==> config.mk <==
export PLATFORM = sky130hd
export DESIGN_NAME = ile_cell
export DESIGN_NICKNAME = d
export VERILOG_FILES = /design/src/sv/ile_pkg.sv /design/src/sv/ile_cell.sv
export SDC_FILE = /design/constraint.sdc
export NUM_CORES = 1
export LEC_CHECK = 0
export ABC_AREA = 1
export BUFFER_PORTS_ARGS = -buffer_cell sky130_fd_sc_hd__buf_2
export CAP_MARGIN = 20
export CELL_PAD_IN_SITES_DETAIL_PLACEMENT = 0
export CELL_PAD_IN_SITES_GLOBAL_PLACEMENT = 2
export CORE_ASPECT_RATIO = 0.6
export CORE_UTILIZATION = 19
export CTS_CLUSTER_DIAMETER = 50
export DETAILED_ROUTE_END_ITERATION = 16
export GPL_ROUTABILITY_DRIVEN = 0
export PLACE_DENSITY = 0.87
export SLEW_MARGIN = 25
export SYNTH_ARGS = -nofsm -noshare
export SYNTH_HDL_FRONTEND = slang
export SYNTH_SLANG_ARGS = --single-unit
==> constraint.sdc <==
create_clock -name i_clk -period 5.6 [get_ports i_clk]
set_clock_uncertainty 0.15 [all_clocks]
set_input_delay 0.28 -clock i_clk [delete_from_list [all_inputs] [get_ports i_clk]]
set_output_delay 0.28 -clock i_clk [all_outputs]
set_load 0.1 [all_outputs]
==> src/sv/ile_pkg.sv <==
`timescale 1ns / 1ps
// ----------------------------------------------------------------------------
// ile_pkg
// Shared request modes, status codes and cell control type for the list engine.
// ----------------------------------------------------------------------------
package ile_pkg;

    localparam int MODE_W   = 3;
    localparam int POS_W    = 7;
    localparam int DATA_W   = 32;
    localparam int STATUS_W = 2;
    localparam int LEN_W    = 7;

    localparam logic [MODE_W-1:0] MODE_READ = 3'd0;
    localparam logic [MODE_W-1:0] MODE_HEAD = 3'd1;
    localparam logic [MODE_W-1:0] MODE_TAIL = 3'd2;
    localparam logic [MODE_W-1:0] MODE_AT   = 3'd3;
    localparam logic [MODE_W-1:0] MODE_DEL  = 3'd4;

    localparam logic [STATUS_W-1:0] ST_DONE  = 2'd0;
    localparam logic [STATUS_W-1:0] ST_RANGE = 2'd1;
    localparam logic [STATUS_W-1:0] ST_FULL  = 2'd2;

    // broadcast to every cell in the chain
    typedef struct packed {
        logic ins;  // open a slot at the target and load the new value
        logic del;  // close the slot at the target
    } t_cell_ctl;

endpackage

==> src/sv/ile_cell.sv <==
`timescale 1ns / 1ps
// ----------------------------------------------------------------------------
// ile_cell
// One list slot: holds a value, shifts from a neighbor on insert or delete.
// ----------------------------------------------------------------------------
module ile_cell import ile_pkg::*; #(
    parameter int IW  = 6,
    parameter int IDX = 0
) (
    input  logic                     i_clk,
    input  t_cell_ctl                i_ctl,
    input  logic        [IW-1:0]     i_pos,
    input  logic signed [DATA_W-1:0] i_value,
    input  logic signed [DATA_W-1:0] i_left,
    input  logic signed [DATA_W-1:0] i_right,
    output logic signed [DATA_W-1:0] o_value,
    output logic signed [DATA_W-1:0] o_rd
);

    localparam logic [IW-1:0] MY_IDX = IW'(IDX);

    logic signed [DATA_W-1:0] r_val;
    logic                     hit;
    logic                     above;

    assign hit   = (i_pos == MY_IDX);
    assign above = (MY_IDX > i_pos);

    always_ff @(posedge i_clk) begin
        if (i_ctl.ins) begin
            if (above) begin
                r_val <= i_left;
            end else if (hit) begin
                r_val <= i_value;
            end
        end else if (i_ctl.del) begin
            if (above || hit) begin
                r_val <= i_right;
            end
        end
    end

    assign o_value = r_val;
    // gated for the OR-reduced read bus
    assign o_rd    = hit ? r_val : '0;

endmodule
After elaboration in Yosys (flattened, before gate mapping) --
Index checks and enable logic that the tools add are counted.
Operators by class: mux-type cells 6, equal/unequal tests 1, reduce and logical (&&, ||, !) cells 5, magnitude comparators 1
Operator list (number):
- 32-bit 2-to-1 mux | 6
- 1-bit by 6-bit greater-than comparator with 1-bit output (first input constant) | 1
- 6-bit zero test | 1
- 2-bit nonzero test | 2
- 3-bit by 1-bit inequality test with 1-bit output (second input constant) | 1
- 3-bit AND reduction | 1
- 1-bit logical OR | 1
Word-level totals: register bits after elaboration 32, logic and storage cells 14

Logic depth before layout (Yosys ltp) --
Gate-level depths: netlist of the first run.
word-level depth 5, mapped depth 4, mapped depth without buffers 3

Worst setup path after synthesis of the first run --
Ideal clock, no wire load.
path kind register -> output, start register r_val[0], in the netlist o_value[0], end output port o_rd[0], stages on the path, launching flop included 3, buffers on the path 0, setup slack 2864 ps, arrival time 2306 ps, path through edfxtp_1 inv_1 nor2_1
Between the ends: word-level cells in the longest chain between the ends 1
Ends and longest elaborated chain:
- from (decl) | line ile_cell.sv:22 | logic signed [DATA_W-1:0] r_val;
- from (signal assigned) | line ile_cell.sv:32 | r_val <= i_left;
- from (signal assigned) | line ile_cell.sv:34 | r_val <= i_value;
- from (signal assigned) | line ile_cell.sv:38 | r_val <= i_right;
- 32-bit 2-to-1 mux | line ile_cell.sv:45 | assign o_rd = hit ? r_val : '0;
- to (decl) | line ile_cell.sv:17 | output logic signed [DATA_W-1:0] o_rd
Every way passes these cells.

Worst setup path after layout of the first run --
start input port i_pos[3], end register r_val[15], in the netlist o_value[15] (enable)
Between the ends: word-level cells in the longest chain between the ends 4, elaborated cells on any way between the ends 6
Ends and longest elaborated chain:
- from (decl) | line ile_cell.sv:12 | input logic [IW-1:0] i_pos,
- 1-bit by 6-bit greater-than comparator with 1-bit output or 6-bit zero test (tied branches) | line ile_cell.sv:27, ile_cell.sv:26
- 1-bit logical OR | line ile_cell.sv:37 | if (above || hit) begin
- 2-bit nonzero test (no source line)
- 3-bit AND reduction (no source line) *
Mark *: on every way between the ends. The rest lies on a longest branch, timed or not. A chain may end at the register's enable or synchronous reset.

==> report_table.html, run 1 <==
<table>
<tr><th>Metric</th><th>Value</th></tr>
<tr><th colspan="2">CTS</th></tr>
<tr><td>TritonCTS Buffers</td><td>5</td></tr>
<tr><td>Sinks on the clock net</td><td>32</td></tr>
<tr><td>Clk Tree Root Cell</td><td>clkbuf_16</td></tr>
<tr><td>Number of buffers inserted to repair setup after CTS</td><td>0</td></tr>
<tr><td>Quantity of hold-fixing buffers added after cts</td><td>0</td></tr>
<tr><td>CTS tree</td><td>built</td></tr>
<tr><td>Clock-pin slew reported for the worst setup and hold paths after clock tree synthesis</td><td>0.05 ns</td></tr>
<tr><td>Number of buffers on the longest clock path</td><td>2</td></tr>
<tr><td>Number of H-tree levels</td><td>2</td></tr>
<tr><td>Post-CTS Resized</td><td>0</td></tr>
<tr><th colspan="2">Logic synthesis</th></tr>
<tr><td>List of most frequent post-synthesis cells</td><td>inv_1 (64), edfxtp_1 (32), nand2_1 (32), o21ai_0 (32), nor2_2 (28)</td></tr>
<tr><td>Synth async-reset ratio</td><td>0%</td></tr>
<tr><td>Yosys top cell by area</td><td>edfxtp_1</td></tr>
<tr><td>Top-area cell type share of the netlist area</td><td>53.7%</td></tr>
<tr><td>Synthesized area per cell</td><td>8.61 um^2</td></tr>
<tr><td>Synth warn</td><td>0</td></tr>
<tr><td>Number of distinct library cells after synthesis</td><td>11</td></tr>
<tr><td>Combinational family with the most area after synthesis</td><td>simple AND/OR/NAND/NOR gates</td></tr>
<tr><td>Synthesized flop and latch total</td><td>32</td></tr>
<tr><td>Library cell with the highest instance count after synthesis</td><td>inv_1</td></tr>
<tr><td>Parity-gate share of the synthesized area counting xor and xnor cells</td><td>0%</td></tr>
<tr><td>Area fraction in compound gates after synthesis</td><td>8.94%</td></tr>
<tr><td>Gate Count Post-Synth</td><td>208</td></tr>
<tr><td>Share of synthesized cell area in full adder, half adder and majority cells</td><td>0%</td></tr>
<tr><td>Sequential cell area fraction in the yosys report</td><td>53.7%</td></tr>
<tr><td>Cell Area, Synth</td><td>1790 um^2</td></tr>
<tr><td>Post-Syn Nets</td><td>313</td></tr>
<tr><td>Simple-gate portion of the synthesized area</td><td>20.2%</td></tr>
<tr><td>Fraction of synthesized area in multiplexers</td><td>0%</td></tr>
<tr><td>Number of enable-type register cells in the synthesized netlist</td><td>32</td></tr>
<tr><td>Dominant register cell in the synthesized netlist</td><td>edfxtp_1</td></tr>
<tr><td>Top cells by area, synth</td><td>edfxtp_1 (54%), inv_1 (13%), nor2_2 (9.8%)</td></tr>
<tr><th colspan="2">Global routing</th></tr>
<tr><td>Overall routing resource usage</td><td>10.0%</td></tr>
<tr><td>Initial antenna violation count</td><td>0</td></tr>
<tr><td>Vias in the first global route</td><td>1607</td></tr>
<tr><td>Maximum number of pins on one net before global-route repair</td><td>66</td></tr>
<tr><td>Remaining global-route overflow</td><td>0</td></tr>
<tr><td>Global-route wire length before repair</td><td>7.50 mm</td></tr>
<tr><th colspan="2">Worst setup path</th></tr>
<tr><td>Type of the worst setup path</td><td>primary input to flip-flop</td></tr>
<tr><td>Required @ worst endpoint</td><td>5.34 ns</td></tr>
<tr><td>Data arrival time of the worst path</td><td>1.69 ns</td></tr>
<tr><td>Startpoint Class</td><td>primary input</td></tr>
<tr><td>Element type at the critical path end</td><td>flip-flop</td></tr>
<tr><td>Critical-path maximum fanout</td><td>33</td></tr>
<tr><th colspan="2">Power and ir drop</th></tr>
<tr><td>Switch Pwr</td><td>0.142 mW</td></tr>
<tr><td>Peak supply drop</td><td>0.0829 mV</td></tr>
<tr><td>Combinational group share of total power</td><td>13.4%</td></tr>
<tr><td>Switching Share</td><td>23.8%</td></tr>
<tr><td>Cell internal power dissipation</td><td>0.454 mW</td></tr>
<tr><td>Proportion of power drawn by the clock network</td><td>41.3%</td></tr>
<tr><td>Seq pwr share</td><td>45.3%</td></tr>
<tr><td>PwrDens</td><td>220 nW/um^2</td></tr>
<tr><td>Pleak</td><td>1.48 nW</td></tr>
<tr><th colspan="2">Routing</th></tr>
<tr><td>Total wire length</td><td>4.75 mm</td></tr>
<tr><td>Wire length per cell after detailed routing</td><td>10.1 um</td></tr>
<tr><td>Detailed-routing iteration count for the pre-antenna-repair pass</td><td>4</td></tr>
<tr><td>DRC</td><td>0</td></tr>
<tr><td>Number of DRC markers after the initial detailed-route iteration</td><td>36</td></tr>
<tr><td>Vias per Instance</td><td>3.55</td></tr>
<tr><td>Via total after detailed routing</td><td>1670</td></tr>
<tr><td>Number of antenna-violating nets in the routed design</td><td>0</td></tr>
<tr><th colspan="2">Final layout</th></tr>
<tr><td>Post-Layout Cell Count</td><td>470</td></tr>
<tr><td>Net count of the finished layout</td><td>447</td></tr>
<tr><td>Flip-flop count of the largest register, all copies and words added</td><td>32</td></tr>
<tr><td>Number of antenna diodes</td><td>0</td></tr>
<tr><td>Area growth from synthesis to layout</td><td>51.3%</td></tr>
<tr><td>Fill cell total of the finished layout</td><td>1010</td></tr>
<tr><td>Fraction of final layout cells sized beyond drive strength 1</td><td>51.5%</td></tr>
<tr><th colspan="2">Die</th></tr>
<tr><td>CORE AREA</td><td>9160 um^2</td></tr>
<tr><td>Overall die height</td><td>77.2 um</td></tr>
<tr><td>Initial core utilization</td><td>19.6%</td></tr>
<tr><td>Die outline width</td><td>127 um</td></tr>
<tr><td>Top-level port count</td><td>169</td></tr>
<tr><td>Die outline area</td><td>9830 um^2</td></tr>
<tr><td>Cell Rows</td><td>27</td></tr>
<tr><th colspan="2">Timing</th></tr>
<tr><td>Final period demand of the worst path</td><td>1.95 ns</td></tr>
<tr><td>Max-slew violations</td><td>0</td></tr>
<tr><td>Final hold vios</td><td>0</td></tr>
<tr><td>Max Freq</td><td>513 MHz</td></tr>
<tr><td>Setup repair after global routing missed its margin</td><td>false</td></tr>
<tr><td>Setup TNS</td><td>0 ns</td></tr>
<tr><td>Number of setup violations in the final report</td><td>0</td></tr>
<tr><td>Fin crit share</td><td>34.8%</td></tr>
<tr><td>Transition time of the tightest slew-check pin</td><td>0.937 ns</td></tr>
<tr><td>Max transition margin</td><td>37.4%</td></tr>
<tr><th colspan="2">Placement</th></tr>
<tr><td>Number of I/O port buffers</td><td>136</td></tr>
<tr><td>HPWL Detailed</td><td>3.54 mm</td></tr>
<tr><td>Post-placement cell count</td><td>465</td></tr>
<tr><th colspan="2">Worst hold path</th></tr>
<tr><td>Hold crit path type</td><td>primary input to flip-flop</td></tr>
<tr><th colspan="2">Run</th></tr>
<tr><td>Max capacitance violation total</td><td>0</td></tr>
<tr><th colspan="2">Outcome</th></tr>
<tr><td>Status</td><td>finished clean</td></tr>
</table>
worst max-delay path, cell delays in order:
cell     delay [ns]
buf_2          0.09
nor2_1         0.12
nand3_2        0.08
buf_4          0.31
nor2_4         0.79
path summary, 6_finish.rpt:
kind / end / start / depth (start not counted)
worst max-delay path: o_value[15] / i_pos[3] / 5
worst min-delay path: o_value[10] / i_value[10] / 3
per-stage QoR:
stage	power, mW	hold WS, ns	utilization (%)	cell area (um^2)	worst slack (ns)
3_3_place_gp	0.354	0.408	28.2	2580	3.00
4_1_cts	0.610	0.127	29.6	2710	3.25
5_1_grt	0.628	0.132	29.6	2710	3.44
6_report	0.596	0.134	29.6	2710	3.65
3_5_place_dp	0.356	0.415	28.2	2580	2.94
2_1_floorplan	0.324	0.317	-	1790	2.86
layout make-up:
cell class                 instances  area [um^2]  area share, %
multi-input combinational        102          529           19.5
sequential                        32          961           35.5
inverter                          64          240           8.87
timing repair buffer             137          691           25.5
tap                              130          163           6.00
clock buffer                       5          125           4.62
routing by layer:
metal / track usage, % / wire length, um / vias up
met3: 3.84 / 416 / 8
met2: 15.5 / 2020 / 82
met5: 0 / 0 / -
met4: 3.57 / 61 / 0
met1: 12.6 / 2260 / 700
li1: - / - / 880
layout by cell type (no fill, tap or decap):
cell type  Yosys  final
clkbuf_16      0      5
buf_2          6    135
edfxtp_1      32     32
nor2_2        28     28
nor2_1         6      5
buf_4          0      2
nor2_4         3      4
nand2_1       32     32
inv_1         64     64
o21ai_0       32     32
nand3_2        1      1
logic make-up after synthesis:
group,Yosys count
flops,32
buf+inv,74
simple gates,70
compound gates,32
power by group through the flow:
stage | clock, mW | sequential (mW) | combinational (mW)
floorplan | 0 | 0.290 | 0.0341
global placement | 0 | 0.274 | 0.0794
detailed placement | 0 | 0.274 | 0.0814
CTS | 0.260 | 0.269 | 0.0812
global route | 0.270 | 0.270 | 0.0886
finish | 0.246 | 0.270 | 0.0799
Note: power is estimated with default switching activity, not from simulation.
==> run 2, diff against run 1 <==
--- a/config.mk
+++ b/config.mk
@@ -11,11 +11,11 @@
 export CELL_PAD_IN_SITES_DETAIL_PLACEMENT = 0
 export CELL_PAD_IN_SITES_GLOBAL_PLACEMENT = 2
 export CORE_ASPECT_RATIO = 0.6
-export CORE_UTILIZATION = 19
+export CORE_UTILIZATION = 18
 export CTS_CLUSTER_DIAMETER = 50
 export DETAILED_ROUTE_END_ITERATION = 16
 export GPL_ROUTABILITY_DRIVEN = 0
-export PLACE_DENSITY = 0.87
+export PLACE_DENSITY = 0.83
 export SLEW_MARGIN = 25
 export SYNTH_ARGS = -nofsm -noshare
 export SYNTH_HDL_FRONTEND = slang
==> constraint.sdc (replaced) <==
create_clock -name i_clk -period 1.98 [get_ports i_clk]
set_clock_uncertainty 0.15 [all_clocks]
set_input_delay 0.099 -clock i_clk [delete_from_list [all_inputs] [get_ports i_clk]]
set_output_delay 0.099 -clock i_clk [all_outputs]
set_load 0.1 [all_outputs]
==> run 2 against run 1 <==
  * Largest power group unchanged
  * Global-route usage increased by 0.57 points
  * Final area increased by 31%
  * Non-clock buffer count increased by 39
  * First-iteration DRC count decreased by 2.8%
  * Worst setup slack got worse by 3.3 ns
  * Routed wire length increased by 17%
  * Sequential power increased to 2.8 times the previous value
  * Combinational power increased to 3.7 times the previous value
  * Utilization increased by 8.0 points
  * Highest routed layer unchanged
  * Worst hold slack got worse by 0.13 ns
  * Cell count increased by 8.9%
  * Clock-buffer cell count increased by 2
==> report_table.html, run 2 (synthesis results as in run 1) <==
<table>
<tr><th>Metric</th><th>Value</th></tr>
<tr><th colspan="2">Outcome</th></tr>
<tr><td>Status</td><td>finished clean</td></tr>
<tr><th colspan="2">Final layout</th></tr>
<tr><td>Most common cell after layout, fill and taps aside</td><td>buf_2</td></tr>
<tr><td>Net count of the finished layout</td><td>486 (+8.7%)</td></tr>
<tr><td>Utilization after layout</td><td>37.6% (+8.0 points)</td></tr>
<tr><td>Post-Layout Cell Count</td><td>512 (+8.9%)</td></tr>
<tr><td>Number of antenna diodes</td><td>0 (unchanged)</td></tr>
<tr><td>Commonest cells after routing, fill and taps aside</td><td>buf_2 (116), inv_1 (64), dlygate4sd3_1 (33)</td></tr>
<tr><td>Fraction of final layout cells sized beyond drive strength 1</td><td>47.9% (-3.6 points)</td></tr>
<tr><td>Fill cell total of the finished layout</td><td>967 (-4.3%)</td></tr>
<tr><td>Post-Layout Inst Area</td><td>3550 um^2 (+31%)</td></tr>
<tr><td>Area growth from synthesis to layout</td><td>98.0%</td></tr>
<tr><td>Flip-flop count of the largest register, all copies and words added</td><td>32 (unchanged)</td></tr>
<tr><th colspan="2">Global routing</th></tr>
<tr><td>Overall routing resource usage</td><td>10.6% (+0.57 points)</td></tr>
<tr><td>Global routing usage on met3</td><td>3.17% (-0.67 points)</td></tr>
<tr><td>Global-route wire length before repair</td><td>8.37 mm (+12%)</td></tr>
<tr><td>Vias in the first global route</td><td>1766 (+9.9%)</td></tr>
<tr><td>Global-route met1 utilization</td><td>13.5% (+0.91 points)</td></tr>
<tr><td>Maximum number of pins on one net before global-route repair</td><td>25 (-62%)</td></tr>
<tr><td>Initial antenna violation count</td><td>0 (unchanged)</td></tr>
<tr><td>Met2 layer usage reported by global route</td><td>17.4% (+1.9 points)</td></tr>
<tr><td>Busiest layer in global routing</td><td>met2</td></tr>
<tr><td>Remaining global-route overflow</td><td>0 (unchanged)</td></tr>
<tr><th colspan="2">Worst setup path</th></tr>
<tr><td>Critical path startpoint</td><td>i_pos[3]</td></tr>
<tr><td>Crit path to</td><td>o_rd[22]</td></tr>
<tr><td>Data arrival time of the worst path</td><td>1.35 ns (-0.34 ns)</td></tr>
<tr><td>Critical-path maximum fanout</td><td>8 (-76%)</td></tr>
<tr><td>Startpoint Class</td><td>primary input</td></tr>
<tr><td>Required @ worst endpoint</td><td>1.73 ns (-3.61 ns)</td></tr>
<tr><td>Type of the worst setup path</td><td>primary input to output port</td></tr>
<tr><td>Element type at the critical path end</td><td>output port</td></tr>
<tr><th colspan="2">Timing</th></tr>
<tr><td>Setup TNS</td><td>0 ns (unchanged)</td></tr>
<tr><td>Fin crit share</td><td>80.9%</td></tr>
<tr><td>Hold_ws</td><td>0.00356 ns (-0.130 ns)</td></tr>
<tr><td>Setup WS post-layout</td><td>0.378 ns (-3.27 ns)</td></tr>
<tr><td>Max transition margin</td><td>60.9% (+24 points)</td></tr>
<tr><td>Setup repair after global routing missed its margin</td><td>false</td></tr>
<tr><td>Max-slew violations</td><td>0 (unchanged)</td></tr>
<tr><td>Max Freq</td><td>624 MHz</td></tr>
<tr><td>Final hold vios</td><td>0 (unchanged)</td></tr>
<tr><td>Number of setup violations in the final report</td><td>0 (unchanged)</td></tr>
<tr><td>Transition time of the tightest slew-check pin</td><td>0.586 ns (-0.351 ns)</td></tr>
<tr><td>Final period demand of the worst path</td><td>1.60 ns</td></tr>
<tr><th colspan="2">CTS</th></tr>
<tr><td>CTS tree</td><td>built</td></tr>
<tr><td>Clk Tree Root Cell</td><td>clkbuf_16</td></tr>
<tr><td>Number of buffers on the longest clock path</td><td>2 (unchanged)</td></tr>
<tr><td>TritonCTS Buffers</td><td>5 (unchanged)</td></tr>
<tr><td>Number of H-tree levels</td><td>2 (unchanged)</td></tr>
<tr><td>Number of buffers inserted to repair setup after CTS</td><td>0 (unchanged)</td></tr>
<tr><td>Clock-pin slew reported for the worst setup and hold paths after clock tree synthesis</td><td>0.05 ns (about the same)</td></tr>
<tr><td>Sinks on the clock net</td><td>32 (unchanged)</td></tr>
<tr><th colspan="2">Die</th></tr>
<tr><td>Cell Rows</td><td>27 (unchanged)</td></tr>
<tr><td>CORE AREA</td><td>9430 um^2 (+3.0%)</td></tr>
<tr><td>Die outline area</td><td>10400 um^2 (+5.4%)</td></tr>
<tr><td>Top-level port count</td><td>169 (unchanged)</td></tr>
<tr><td>Die outline width</td><td>131 um (+2.7%)</td></tr>
<tr><td>Overall die height</td><td>79.3 um (+2.7%)</td></tr>
<tr><td>Initial core utilization</td><td>19.0% (-0.56 points)</td></tr>
<tr><th colspan="2">Placement</th></tr>
<tr><td>Minimum setup slack after placement</td><td>0.357 ns (-2.59 ns)</td></tr>
<tr><td>Post-placement cell count</td><td>471 (+1.3%)</td></tr>
<tr><td>Number of I/O port buffers</td><td>136 (unchanged)</td></tr>
<tr><td>Total placed instance area</td><td>3080 um^2 (+19%)</td></tr>
<tr><td>HPWL Detailed</td><td>4.21 mm (+19%)</td></tr>
<tr><th colspan="2">Run</th></tr>
<tr><td>Max capacitance violation total</td><td>0 (unchanged)</td></tr>
<tr><th colspan="2">Routing</th></tr>
<tr><td>DRC</td><td>0 (unchanged)</td></tr>
<tr><td>Via total after detailed routing</td><td>1851 (+11%)</td></tr>
<tr><td>Number of antenna-violating nets in the routed design</td><td>0 (unchanged)</td></tr>
<tr><td>Wire length per cell after detailed routing</td><td>10.9 um (+7.3%)</td></tr>
<tr><td>Total wire length</td><td>5.56 mm (+17%)</td></tr>
<tr><td>Number of DRC markers after the initial detailed-route iteration</td><td>35 (-2.8%)</td></tr>
<tr><td>Vias per Instance</td><td>3.62 (+1.7%)</td></tr>
<tr><td>Detailed-routing iteration count for the pre-antenna-repair pass</td><td>4 (unchanged)</td></tr>
<tr><th colspan="2">Power and ir drop</th></tr>
<tr><td>Combinational group share of total power</td><td>16.7% (+3.3 points)</td></tr>
<tr><td>Peak supply drop</td><td>0.239 mV (+190%)</td></tr>
<tr><td>PwrDens</td><td>505 nW/um^2 (+130%)</td></tr>
<tr><td>Total power consumption of the routed design</td><td>1.79 mW (+200%)</td></tr>
<tr><td>Cell internal power dissipation</td><td>1.36 mW (+200%)</td></tr>
<tr><td>Switch Pwr</td><td>0.434 mW (+210%)</td></tr>
<tr><td>Switching Share</td><td>24.3% (+0.46 points)</td></tr>
<tr><td>Seq pwr share</td><td>42.6% (-2.7 points)</td></tr>
<tr><td>Proportion of power drawn by the clock network</td><td>40.8% (-0.5 points)</td></tr>
<tr><td>Pleak</td><td>1.71 nW (+15%)</td></tr>
<tr><th colspan="2">Worst hold path</th></tr>
<tr><td>Hold crit path type</td><td>primary input to flip-flop</td></tr>
</table>
[run 2: cell types whose count changed in the layout (fill, tap and decap cells not counted), sizes merged]
cell | previous run | this run
clkinv | 0 | 1
buf | 137 | 143
clkbuf | 5 | 7
dlygate4sd3 | 0 | 33
[run 2: what timing repair did]
item,4_1_cts,5_1_grt
hold buffers,33,0
hold endpoints to repair,32,0
resized for setup,0,0
[run 2: power by group through the flow]
stage	logic (mW)	clock network (mW)	registers, mW
6_report	0.298	0.730	0.762
5_1_grt	0.328	0.799	0.762
4_1_cts	0.300	0.767	0.761
3_5_place_dp	0.250	0	0.775
3_3_place_gp	0.244	0	0.775
2_1_floorplan	0.102	0	0.819
[run 2: worst min path at each step]
stage	startpoint	endpoint	slack, ns	cells past startpoint
after floorplan	i_value[30]	o_value[30]	0.14	2
after global placement	i_value[4]	o_value[4]	0.23	3
after detailed placement	i_value[3]	o_value[3]	0.23	3
after CTS	i_right[13]	o_value[13]	0.00002	3
after global routing	i_right[13]	o_value[13]	0.009	3
final	i_right[13]	o_value[13]	0.004	3
[run 2: layer usage]
metal / vias to the layer above / share of wire [%]
met5: - / 0
met4: 0 / 0.56
met3: 2 / 8.0
met2: 79 / 44
met1: 806 / 47
li1: 964 / -
[run 2: cell type report]
type                    instances  area, um^2  share of cell area (%)
flip-flops and latches         32         961                    27.1
multi-input cells             102         682                    19.2
clock buffers                   7         133                    3.74
inverters                      64         240                    6.77
well taps                     130         163                    4.59
repair buffers                176        1360                    38.5
clock inverters                 1        3.75                   0.106
[run 2: critical path: stages]
cell	delay (ns)
buf_2	0.10
nor2_1	0.18
nand3_4	0.21
buf_4	0.25
nor2_4	0.08
buf_2	0.42
